===== src/hdl/icds_pkg.sv =====
package icds_pkg;

    // Field widths fixed by the interface.
    localparam int TARGET_W = 31;
    localparam int SRC_W    = 32;
    localparam int M_W      = 4;
    localparam int N_W      = 3;
    localparam int WORD_W   = M_W + N_W;

    // The source clock is multiplied by a reciprocal one half at a time.
    localparam int HALF_W      = SRC_W / 2;
    // Reciprocals are scaled by 2^40, which keeps the quotient exact for any
    // divisor up to 256 and a 32-bit clock; ceil(2^40 / 10) needs 37 bits.
    localparam int RECIP_SHIFT = 40;
    localparam int RECIP_W     = 37;
    localparam int ACC_W       = SRC_W + RECIP_W;

    // The smallest divisor is 10, so a quotient of a 32-bit clock fits in 29 bits.
    localparam int FREQ_W   = ACC_W - RECIP_SHIFT;

    localparam int unsigned BASE_DIVISOR = 10;
    localparam logic [M_W-1:0] FALLBACK_M = 4'd5;
    localparam logic [N_W-1:0] FALLBACK_N = 3'd0;
    localparam logic [SRC_W-1:0] SRC_RESET = 32'd24000000;

    // Control broadcast from the divider sequencer to every cell.
    typedef struct packed {
        logic              load;
        logic              step;
        logic [HALF_W-1:0] src_half;
    } div_ctrl_t;

    // Best candidate so far, handed from cell to cell.
    typedef struct packed {
        logic [TARGET_W-1:0] target;
        logic                found;
        logic [FREQ_W-1:0]   freq;
        logic [M_W-1:0]      m;
        logic [N_W-1:0]      n;
    } cand_t;

endpackage


===== src/hdl/icds_cell.sv =====
module icds_cell import icds_pkg::*; #(
    parameter int M_INDEX = 0,
    parameter int N_COUNT = 8
) (
    input  logic      clk,
    input  logic      rst_n,
    input  logic      en,
    input  div_ctrl_t div_ctrl,
    input  logic      valid_in,
    input  cand_t     cand_in,
    output logic      valid_out,
    output cand_t     cand_out
);

    localparam logic [63:0] DIVISOR = 64'(BASE_DIVISOR * (M_INDEX + 1));
    localparam logic [RECIP_W-1:0] RECIP =
        RECIP_W'(((64'd1 << RECIP_SHIFT) + DIVISOR - 64'd1) / DIVISOR);

    logic [ACC_W-1:0]          acc_reg, acc_next;
    logic [HALF_W+RECIP_W-1:0] partial;
    logic [FREQ_W-1:0]         quot;
    logic                      valid_reg;
    cand_t                     cand_reg, cand_next;

    logic              pick_ok;
    logic [FREQ_W-1:0] pick_freq;
    logic [N_W-1:0]    pick_n;
    logic              better;

    // Quotient of the source clock by this cell's divisor: the clock is
    // multiplied by a scaled reciprocal, low half on load and high half on
    // step, and the top bits of the product are the quotient.
    always_comb
    begin
        partial  = div_ctrl.src_half * RECIP;
        acc_next = acc_reg;
        if (div_ctrl.load)
        begin
            acc_next = {{(ACC_W-HALF_W-RECIP_W){1'b0}}, partial};
        end
        else if (div_ctrl.step)
        begin
            acc_next = acc_reg + {partial, {HALF_W{1'b0}}};
        end
    end

    always_ff @(posedge clk)
    begin
        acc_reg <= acc_next;
    end

    assign quot = acc_reg[ACC_W-1 -: FREQ_W];

    // Rates fall as n grows, so the first n that does not exceed the target
    // has the smallest shortfall for this m.
    always_comb
    begin
        pick_ok   = 1'b0;
        pick_freq = '0;
        pick_n    = '0;
        for (int i = N_COUNT - 1; i >= 0; i--)
        begin
            if ({{(TARGET_W-FREQ_W){1'b0}}, quot >> i} <= cand_in.target)
            begin
                pick_ok   = 1'b1;
                pick_freq = quot >> i;
                pick_n    = N_W'(i);
            end
        end
    end

    // A higher rate means a smaller shortfall; on a tie the lower n comes first.
    always_comb
    begin
        better = pick_ok && (!cand_in.found || (pick_freq > cand_in.freq) ||
                 ((pick_freq == cand_in.freq) && (pick_n < cand_in.n)));
        cand_next = cand_in;
        if (better)
        begin
            cand_next.found = 1'b1;
            cand_next.freq  = pick_freq;
            cand_next.m     = M_W'(M_INDEX);
            cand_next.n     = pick_n;
        end
    end

    always_ff @(posedge clk or negedge rst_n)
    begin
        if (!rst_n)
        begin
            valid_reg <= 1'b0;
        end
        else if (en)
        begin
            valid_reg <= valid_in;
        end
    end

    always_ff @(posedge clk)
    begin
        if (en)
        begin
            cand_reg <= cand_next;
        end
    end

    assign valid_out = valid_reg;
    assign cand_out  = cand_reg;

endmodule


===== config.mk =====
export PLATFORM = sky130hd
export DESIGN_NAME = icds_cell
export DESIGN_NICKNAME = d
export VERILOG_FILES = /design/src/hdl/icds_pkg.sv /design/src/hdl/icds_cell.sv
export SDC_FILE = /design/constraint.sdc
export NUM_CORES = 1
export LEC_CHECK = 0
export BUFFER_PORTS_ARGS = -buffer_cell sky130_fd_sc_hd__buf_2
export CAP_MARGIN = 40
export CORE_MARGIN = 3
export CORE_UTILIZATION = 40
export DETAILED_ROUTE_END_ITERATION = 16
export GPL_TIMING_DRIVEN = 0
export PLACE_DENSITY_LB_ADDON = 0.1
export REMOVE_ABC_BUFFERS = 1
export SETUP_SLACK_MARGIN = 0.05
export SLEW_MARGIN = 20
export SYNTH_ARGS = -nofsm -noshare
export SYNTH_HDL_FRONTEND = slang
export SYNTH_SLANG_ARGS = --single-unit

===== constraint.sdc =====
create_clock -name clk -period 7.8 [get_ports clk]
set_input_delay 0.39 -clock clk [delete_from_list [all_inputs] [get_ports clk]]
set_output_delay 0.39 -clock clk [all_outputs]
set_load 0.03 [all_outputs]

# == Word level (Yosys, flattened, before mapping) ==
# Index checks and enable logic that the tools add are counted.
# word_totals
register_bits,138
input_bits,90
out_inout_bits,69
elab_cells,54
# classes
n_addsub,1
n_mul,1
magnitude_cmp,10
n_eq_ne,1
muxes,27
n_reduce_logical,6
# ops
cell,n
$mux 53,2
$add 69x69->69,1
$mux 29,2
$mul 16x36->52 const B,1
$mux 36,1
$le 22x31->1,1
$le 23x31->1,1
$le 24x31->1,1
$le 25x31->1,1
$le 26x31->1,1
$le 27x31->1,1
$le 28x31->1,1
$le 29x31->1,1
$eq 29x29->1,1
$gt 29x29->1,1
$mux 27,1
$mux 26,1
$mux 25,1
$mux 24,1
$mux 3,8
$mux 23,1
$mux 22,1
$mux 1,8
$lt 3x3->1,1
4 further kinds,6

# == Logic depth before layout (Yosys ltp) ==
# Gate-level depths: netlist of the first run.
# depth
depth_word,14
ltp_mapped,34
mapped_depth_nobuf,33

# == Least setup slack after synthesis of the first run ==
# No wires, ideal clock.
# synth_timing
path_kind,input port to flip-flop
start,input port div_ctrl[5] (netlist name)
end,register acc_reg[45] (data pin)
setup_ns,0.263
arrival_time_ns,7.355
required_ns,7.537
setup_slack_ns,0.181
stages,31
path_buffers,0
cell_sequence,inv_1 > ha_1 > fa_1 > inv_1 > fa_1 > fa_1 > inv_1 > fa_1 > fa_1 > inv_1 > ha_1 > and3_1 > nand3_1 > nor3_1 > o21a_1 > nand4_1 > a21boi_0 > o21a_1 > nor2_1 > xnor2_1 > ha_1 > nand2_1 > nor3_1 > a221o_1 > o31ai_1 > nand2b_1 > a21o_1 > a221o_1 > a21oi_1 > xor2_1 > o21ai_1
# synth_via
elab_chain_len,4
# synth_lines
item,line_no,text
from (decl),icds_cell.sv:8,"input div_ctrl_t div_ctrl,"
$mul 16x36->52 *,icds_cell.sv:35,partial = div_ctrl.src_half * RECIP;
$add 69x69->69,icds_cell.sv:43,"acc_next = acc_reg + {partial, {HALF_W{1'b0}}};"
$mux 53,icds_cell.sv:41,else if (div_ctrl.step)
$mux 53 *,icds_cell.sv:37,if (div_ctrl.load)
via acc_next[45],icds_cell.sv:19,"logic [ACC_W-1:0] acc_reg, acc_next;"
to (signal assigned),icds_cell.sv:49,acc_reg <= acc_next;
to (decl),icds_cell.sv:19,
# The timed path passes the listed nets; every way through them passes the cells marked *. The select of a mux whose other input is x is not followed.
# A chain may end at the register's enable or synchronous reset.

# == Worst setup path in the final report of the first run ==
# layout_timing
start,input port div_ctrl[1] (netlist name)
end,register acc_reg[45] (data pin)
# The elaborated chain is that of the path after synthesis.

==> impl_results.md, run 1 <==
- Status: complete, no violations
- Max FFs per register: 68
- Cells after synthesis: ~2,300
- Dominant cell type by area after synthesis: ha_1
- Post-Syn Area: ~20,000 um2
- DR iter-0 viols: ~1,000
- Hold WC Path Type: in -> reg
- First-pass DRT Iterations: 5
- Port buffer count: 158
- WHS: 0.0984 ns
- Synth top area share: 0.265
- WP data arrival: ~7.7 ns
- DRT antenna net count: 0
- Yosys warnings: 0
- Layout fillers: 4,707
- Clock skew: 0.0183 ns
- Die extent in x: roughly 230 um
- Multi-input combinational cell area: between 15,000 and 20,000 um2
- Grt ovf: 0
- Critical Path Source Type: input pin
- Seq/Total Area, Yosys: 0.175
- Worst slew pin tran: roughly 0.98 ns
- Area Overhead vs Synth: 15.5%
- Syn_area_per_cell: ~8.8 um2
- Hold Vio Cnt, Final: 0
- WL per Instance: 20.3 um
- Yosys cell types: 85
- Worst-path fanout max: 5
- Starting Density: 0.410
- Clock Latency Late Sink: ~0.49 ns
- Core ar.: approximately 48,000 um2
- Slew Viols, Final: 0
- Main synth FF type: edfxtp_1
- DR vias/cell: 5.75
- Busiest grt layer: met2
- Ports: about 160
- EDFF count, synth: around 100
- Max Cap Viol: 0
- CP required: roughly 8.0 ns
- RSZ-0062 raised after global routing: no
- Largest net degree at the start of global routing: 70
- Synth area leaders: ha_1, edfxtp_1, fa_1, inv_1, a21oi_1
- Final net count: approximately 3,000
- CTS buffer count: 17
- Total GRT Usage: 0.236
- Buffers and inverters on the worst path: 5
- Final min period: 7.49 ns
- Sequential cell area: 3470 um2
- Grt met1 use: 0.310
- GP Congestion: around 0.9
- Residual DRC count: 0
- Final worst-path cycle share: 0.961
- Via count: about 18,000
- Finished Core Util: 0.474
- First-pass GRT wire length: between 90 and 100 mm
- Die height: between 200 and 250 um
- Fraction of registers with async set/reset: 0.00826
- Most common library cells after synthesis: ha_1, inv_1, a21oi_1
- Clock transition at the registers of the reported paths: 0.06 ns
- Root Buffer Master: clkbuf_16
- Clock Sinks: ~120
- CP endpoint kind: flip-flop
- Max Freq: roughly 130 MHz
- Vias in the first global route: 17,927
- Slowest-stage cell, CP: fa_2
- Most common cell in the netlist: ha_1
- CTS tree: done
- Initial antenna violation count: 0
- Diode count: 0
- Critical path's largest stage delay: about 0.58 ns
- Met2 usage: 0.395
- FF+latch count, synth: between 100 and 150
- Share of cells above drive strength 1: 0.152
- Full die area: approximately 52,000 um2
- Crit-path most repeated cell: fa_1
- Total Wirelength: between 60 and 70 mm
- Rel. slew slack: 0.342
- Clk buf depth: 2
- Kind of critical path: in -> reg
- Cell Rows: 80
- Met3 Track Usage GR: 0.0298
- CP top delay family: adder cells
- Setup violators final: 0
- CTS HTree Levels: 4
- Final HPWL DP: between 40 and 50 mm
[cell type report]
| type | instances | area share |
|---|---|---|
| multi-input cells | 1790 | 0.675 |
| flip-flops and latches | 121 | 0.151 |
| repair buffers | 211 | 0.0660 |
| inverters | 276 | 0.0452 |
| well taps | 656 | 0.0358 |
| clock buffers | 18 | 0.0187 |
| clock inverters | 14 | 0.00743 |
[stage by stage]
step	worst slack [ns]	instance area [um2]	setup TNS (ns)	std cells
finish	0.306	22900	0	3086
global route	0.0482	22900	0	3086
CTS	0.0582	22600	0	3075
detailed placement	-1.59	21800	-23.03	3036
global placement	-2.69	21100	-116.04	3001
floorplan	0.189	19500	0	2187
[kinds of logic after synthesis]
group / Yosys count / share of synthesized area
multiplexers: 49 / 0.0318
flip-flops: 121 / 0.175
buffers and inverters: 351 / 0.0680
AND/OR/NAND/NOR: 519 / 0.129
AO/OA/AOI/OAI: 640 / 0.213
adder cells (fa/ha/maj): 505 / 0.350
XOR/XNOR: 77 / 0.0340
[final timing paths]
check / start / endpoint / slack [ns] / cells past startpoint
max: div_ctrl[1] / acc_reg[45] / 0.31 / 32
min: cand_in[55] / cand_out[55] / 0.1 / 1
max reg2reg: acc_reg[54] / cand_out[8] / 0.64 / 21
min reg2reg: valid_out / valid_out / 0.52 / 1
max in group asynchronous: rst_n / valid_out / 7.49 / 2
min in group asynchronous: rst_n / valid_out / 0.23 / 2
[layout by cell type, fill, tap and decap left out, drive strengths merged, types with 16 or more instances in the layout]
cell / count
mux2: 41
o21a: 26
nor2b: 25
clkbuf: 19
a211oi: 44
and3: 18
xnor2: 49
fa: 84
a21oi: 172
nand3: 73
o211ai: 21
nand4: 53
ha: 421
nor3: 29
nor2: 127
o22ai: 26
inv: 279
o21ai: 117
xor2: 28
o21bai: 19
buf: 208
dfxtp: 16
a21o: 81
nand2: 134
a31oi: 26
edfxtp: 104
[what timing repair did]
action	in CTS	in global routing
setup endpoints to repair	22	27
setup buffers	6	9
hold buffers	1	0
endpoints found under the hold margin	1	0
pin swaps	7	25
gates resized for setup	26	55
[routing by layer]
layer  wire length [um]  share of wire  vias to the layer above
li1                   -              -                     8638
met1              28400           0.45                     8566
met2              29400           0.47                      435
met3               2540          0.041                      107
met4               2170          0.035                        0
met5                  0              0                        -
[worst reg2reg max path, cell delays in order, from the launching register on]
cell and delay, ns:
dfxtp_1 0.63, buf_8 0.23, ha_1 0.27, a21o_1 0.16, a21o_1 0.17, a21o_1 0.21
a211oi_1 0.77, o22a_4 0.53, a2111o_1 0.46, buf_8 0.22, a211o_1 0.11, a31oi_1 0.14
ha_1 0.37, and3_1 0.15, nand4_1 0.13, nor2_1 0.29, nand3_1 0.20, a2111oi_0 0.51
o2111ai_2 0.29, a32oi_4 0.42, buf_8 0.26, mux2_2 0.37
Power of run 1 is not shown: default switching activity piles up to over one toggle a cycle in this logic, so the estimate is an artifact.
==> run 2: changes to the inputs <==
--- a/config.mk
+++ b/config.mk
@@ -7,7 +7,7 @@
 export LEC_CHECK = 0
 export BUFFER_PORTS_ARGS = -buffer_cell sky130_fd_sc_hd__buf_2
 export CAP_MARGIN = 40
-export CORE_MARGIN = 3
+export CORE_MARGIN = 5
 export CORE_UTILIZATION = 40
 export DETAILED_ROUTE_END_ITERATION = 16
 export GPL_TIMING_DRIVEN = 0
@@ -18,3 +18,4 @@
 export SYNTH_ARGS = -nofsm -noshare
 export SYNTH_HDL_FRONTEND = slang
 export SYNTH_SLANG_ARGS = --single-unit
+export TNS_END_PERCENT = 20
==> run 2 against run 1 <==
Against the previous run:
- die area rose by 3.5%
- highest routed layer unchanged
- sequential share of layout area barely moved
- final cell count rose by 0.16%
- maximum frequency rose by 1.0%
- critical endpoint unchanged
==> impl_results.md, run 2 (synthesis gave the netlist of run 1 again) <==
- Area Overhead vs Synth: 15.3%
- Status: complete, no violations
- Final min period: 7.42 ns
- RSZ-0062 raised after global routing: no
- Area after DPL: 21,700 um2
- Slew Viols, Final: 0
- Worst-path fanout max: 7
- CP endpoint kind: flip-flop
- Clk buf depth: 2
- First-pass DRT Iterations: 6
- Crit-path most repeated cell: fa_1
- Core ar.: a little under 50,000 um2
- CTS buffer count: 17
- Rel. slew slack: 0.391
- Via count: approximately 18,000
- Initial antenna violation count: 1
- Kind of critical path: in -> reg
- Share of cells above drive strength 1: 0.156
- Slowest-stage cell, CP: fa_2
- Final HPWL DP: 48.8 mm
- Worst slew pin tran: a little over 0.9 ns
- Reg2reg path depth: 19
- Die height: approximately 230 um
- Clock skew: roughly 0.015 ns
- Most frequent cells in the layout: ha_1, inv_1, a21oi_1, buf_2, nand2_1
- Hold WC Path Type: in -> reg
- Sequential cell area: roughly 3500 um2
- Clock Latency Late Sink: approximately 0.48 ns
- CTS HTree Levels: 4
- Clock transition at the registers of the reported paths: ~0.070 ns
- Cell Rows: 81
- Layout fillers: a little under 5,000
- Multi-input combinational cell area: 15,500 um2
- Root Buffer Master: clkbuf_16
- Max FFs per register: 68
- Port buffer count: around 160
- Most common cell after layout, fill and taps aside: ha_1
- WL per Instance: 20.1 um
- Grt ovf: 0
- Residual DRC count: 0
- Max Cap Viol: 0
- Full die area: between 50,000 and 60,000 um2
- Die extent in x: 233 um
- Critical path's largest stage delay: 0.58 ns
- Final worst-path cycle share: 0.951
- WP data arrival: ~7.6 ns
- Vias in the first global route: 17,747
- Hold Vio Cnt, Final: 0
- Final net count: between 3,000 and 4,000
- Worst reg2reg setup slack: roughly 0.51 ns
- Hold path depth: 1
- Post-route cell area: approximately 23,000 um2
- Buffers and inverters on the worst path: 5
- Clock Sinks: around 120
- FF-to-FF End: cand_out[8]
- Starting Density: 0.405
- Total GRT Usage: 0.226
- Total Wirelength: ~62 mm
- RR Startpoint: acc_reg[48]
- Critical Path Source Type: input pin
- CP top delay family: adder cells
- DR iter-0 viols: a little under 1,000
- CP required: about 8.0 ns
- GP Congestion: roughly 0.88
- CTS tree: done
- Min-Delay Endpoint: cand_out[53]
- First-pass GRT wire length: 97.1 mm
- HP Start: cand_in[53]
- WHS: 0.110 ns
- DRT antenna net count: 0
- Max Freq: about 130 MHz
- Setup violators final: 0
- Ports: roughly 160
- DR vias/cell: 5.74
- Largest net degree at the start of global routing: 70
## run 2: cell count changes in the layout (fill, tap and decap cells not counted), sizes merged
cell / previous run / this run
inv: 279 / 289
clkinv: 6 / 1
buf: 208 / 204
bufinv: 3 / 0
clkbuf: 19 / 18
clkinvlp: 2 / 1
diode: 0 / 1
## run 2: metrics by stage
stage	cells	setup TNS [ns]	utilization	worst slack, ns
finish	3091	0	0.467	0.383
global route	3090	0	0.466	0.0151
CTS	3077	0	0.458	0.0366
detailed placement	3040	-22.83	0.443	-1.59
global placement	3009	-116.18	0.431	-2.69
floorplan	2187	0	-	0.189
## run 2: how the worst max path moves through the flow
stage                      start          end  slack (ns)  cells after the start
global placement     acc_reg[63]  cand_out[8]       -2.69                     19
floorplan            div_ctrl[5]  acc_reg[45]        0.19                     31
finish               div_ctrl[1]  acc_reg[45]        0.38                     29
CTS                  acc_reg[64]  cand_out[8]        0.04                     21
detailed placement   div_ctrl[5]  acc_reg[67]       -1.59                     32
global route        div_ctrl[11]  acc_reg[45]        0.02                     32
## run 2: layer usage
layer  part of all wire  global-route usage  routed length [um]
met5                  0                   0                   0
met4              0.038              0.0906                2340
met3              0.045              0.0358                2770
met2               0.46               0.376               28800
met1               0.45               0.294               28100
## run 2: final cells by class
cell class | instances | area share
Sequential cell | 121 | 0.152
Clock inverter | 15 | 0.00645
Clock buffer | 17 | 0.0186
Inverter | 276 | 0.0453
Antenna cell | 1 | 0.000109
Multi-Input combinational cell | 1790 | 0.678
Tap cell | 664 | 0.0363
Timing Repair Buffer | 207 | 0.0632
## run 2: what timing repair did
action / 4_1_cts / 5_1_grt
hold buffers: 1 / 0
resized for setup: 24 / 70
endpoints found under the hold margin: 1 / 0
setup endpoints to repair: 26 / 47
setup buffers: 4 / 9
pin swaps: 7 / 33
Power of run 2 is left out for the same reason.
==> run 3: changes to the inputs <==
==> constraint.sdc (replaced) <==
create_clock -name clk -period 7.8 [get_ports clk]
set_input_delay 1.17 -clock clk [delete_from_list [all_inputs] [get_ports clk]]
set_output_delay 1.17 -clock clk [all_outputs]
set_load 0.03 [all_outputs]
==> run 3 against run 2 <==
Against the previous run:
- the flow now finishes with violations (setup timing)
- design area increased by 3.1%
- register-to-register slack improved by 0.07 ns
- setup slack got worse by 0.56 ns
- worst hold slack better by 0.34 ns
- first-iteration DRC count down 1.6%
- sequential share of layout area fell by 0.46 points
- sequential cell count did not move
- critical path type unchanged
- count of clock-buffer cells in the layout is the same
- clock skew decreased by 0.00089 ns
- die area is the same
- highest routed layer unchanged
==> impl_results.md, run 3 (synthesis gave the netlist of run 1 again) <==
- Status: finished, violations left
- Failing checks: setup timing
- Slew Viols, Final: 0
- Die height: roughly 230 um
- Finished Core Util: 0.481
- Via count: ~18,000
- Most common cell after layout, fill and taps aside: ha_1
- Critical Path Source Type: input pin
- Vias in the first global route: roughly 18,000
- Area after DPL: 21,700 um2
- Total GRT Usage: 0.229
- RR Startpoint: acc_reg[66]
- WP data arrival: 8.40 ns
- Kind of critical path: in -> reg
- Hold WC Path Type: in -> async
- Largest net degree at the start of global routing: 70
- Setup WS post-layout: -0.181 ns
- Cell Rows: 81
- Worst-path fanout max: 7
- Final net count: between 3,000 and 4,000
- First-pass GRT wire length: 98.3 mm
- Critical path's largest stage delay: 0.57 ns
- Max Freq: approximately 130 MHz
- Grt ovf: 0
- GP Congestion: about 0.88
- DR iter-0 viols: between 900 and 1,000
- First-pass DRT Iterations: 6
- Residual DRC count: 0
- CP endpoint kind: flip-flop
- DRT antenna net count: 0
- Root Buffer Master: clkbuf_16
- CTS tree: done
- Area Overhead vs Synth: 18.9%
- Final worst-path cycle share: 1.02
- Core ar.: around 49,000 um2
- Clk buf depth: 2
- Die extent in x: 233 um
- Slowest-stage cell, CP: or4_4
- Clock transition at the registers of the reported paths: 0.08 ns
- Ports: 159
- Max FFs per register: 68
- CP required: 8.22 ns
- Max Cap Viol: 0
- Final min period: 7.98 ns
- Worst slew pin tran: 0.892 ns
- Most frequent cells in the layout: ha_1, inv_1, a21oi_1, buf_2, nand2_1
- Total Wirelength: roughly 63 mm
- Multi-input combinational cell area: between 15,000 and 20,000 um2
- Setup violators final: 10
- Post-route cell area: between 20,000 and 25,000 um2
- Setup_tns: -0.882 ns
- Layout fillers: approximately 4,700
- Share of cells above drive strength 1: 0.188
- Port buffer count: between 150 and 200
- Full die area: between 50,000 and 60,000 um2
- Final HPWL DP: about 49 mm
- DR vias/cell: 5.72
- Clock Sinks: 121
- Crit path launch: div_ctrl[2]
- Clock Latency Late Sink: about 0.48 ns
- CTS HTree Levels: 4
- Clock skew: between 0.01 and 0.015 ns
- WL per Instance: between 20 and 25 um
- Sequential cell area: around 3500 um2
- RSZ-0062 raised after global routing: yes
- Rel. slew slack: 0.402
- Hold Vio Cnt, Final: 0
- CTS buffer count: 17
- Initial antenna violation count: 1
- Starting Density: 0.405
-- run 3: worst max-delay path, delay by kind of cell --
kind | cells | cell delay [ns]
adders and majority gates | 8 | 3.37
AOI/OAI and AO/OA | 9 | 1.47
and+or+nand+nor | 6 | 1.27
buffers and inverters | 8 | 0.74
muxes | 1 | 0.20
xor gates and xnor gates | 1 | 0.17
-- run 3: path summary, 6_finish.rpt --
path | cells past startpoint | slack [ns] | endpoint
setup / recovery | 33 | -0.18 | acc_reg[61]
hold / removal | 1 | 0.45 | valid_out
setup reg to reg | 21 | 0.58 | cand_out[8]
hold reg to reg | 1 | 0.51 | valid_out
max in group asynchronous | 1 | 7.27 | valid_out
min in group clk | 1 | 0.51 | valid_out
-- run 3: what timing repair did --
| action | CTS | global route |
|---|---|---|
| setup buffers | 33 | 11 |
| endpoints found under the setup margin | 55 | 56 |
| hold buffers | 0 | 0 |
| cloned | 0 | 0 |
| pin swaps | 64 | 32 |
| gates resized for setup | 132 | 44 |
-- run 3: area by class of cell --
type,instances,share of cell area
diodes,1,0.000106
clock buffers,17,0.0180
clock inverters,15,0.00626
inverters,276,0.0439
multi-input cells,1790,0.677
flip-flops and latches,121,0.147
well taps,664,0.0352
repair buffers,237,0.0727
-- run 3: layer usage --
metal / up-vias / track usage / part of all wire
met5: - / 0 / 0
met4: 0 / 0.0953 / 0.036
met1: 8613 / 0.297 / 0.45
met2: 437 / 0.381 / 0.47
met3: 116 / 0.0351 / 0.045
li1: 8681 / - / -
-- run 3: per-stage QoR --
stage / hold WS, ns / worst slack, ns / std cells
finish: 0.448 / -0.181 / 3121
global route: 0.421 / -0.466 / 3120
CTS: 0.414 / -0.137 / 3105
detailed placement: 0.502 / -2.37 / 3040
global placement: 0.484 / -3.31 / 3009
floorplan: 0.636 / -0.591 / 2187
Power of run 3 is left out for the same reason.
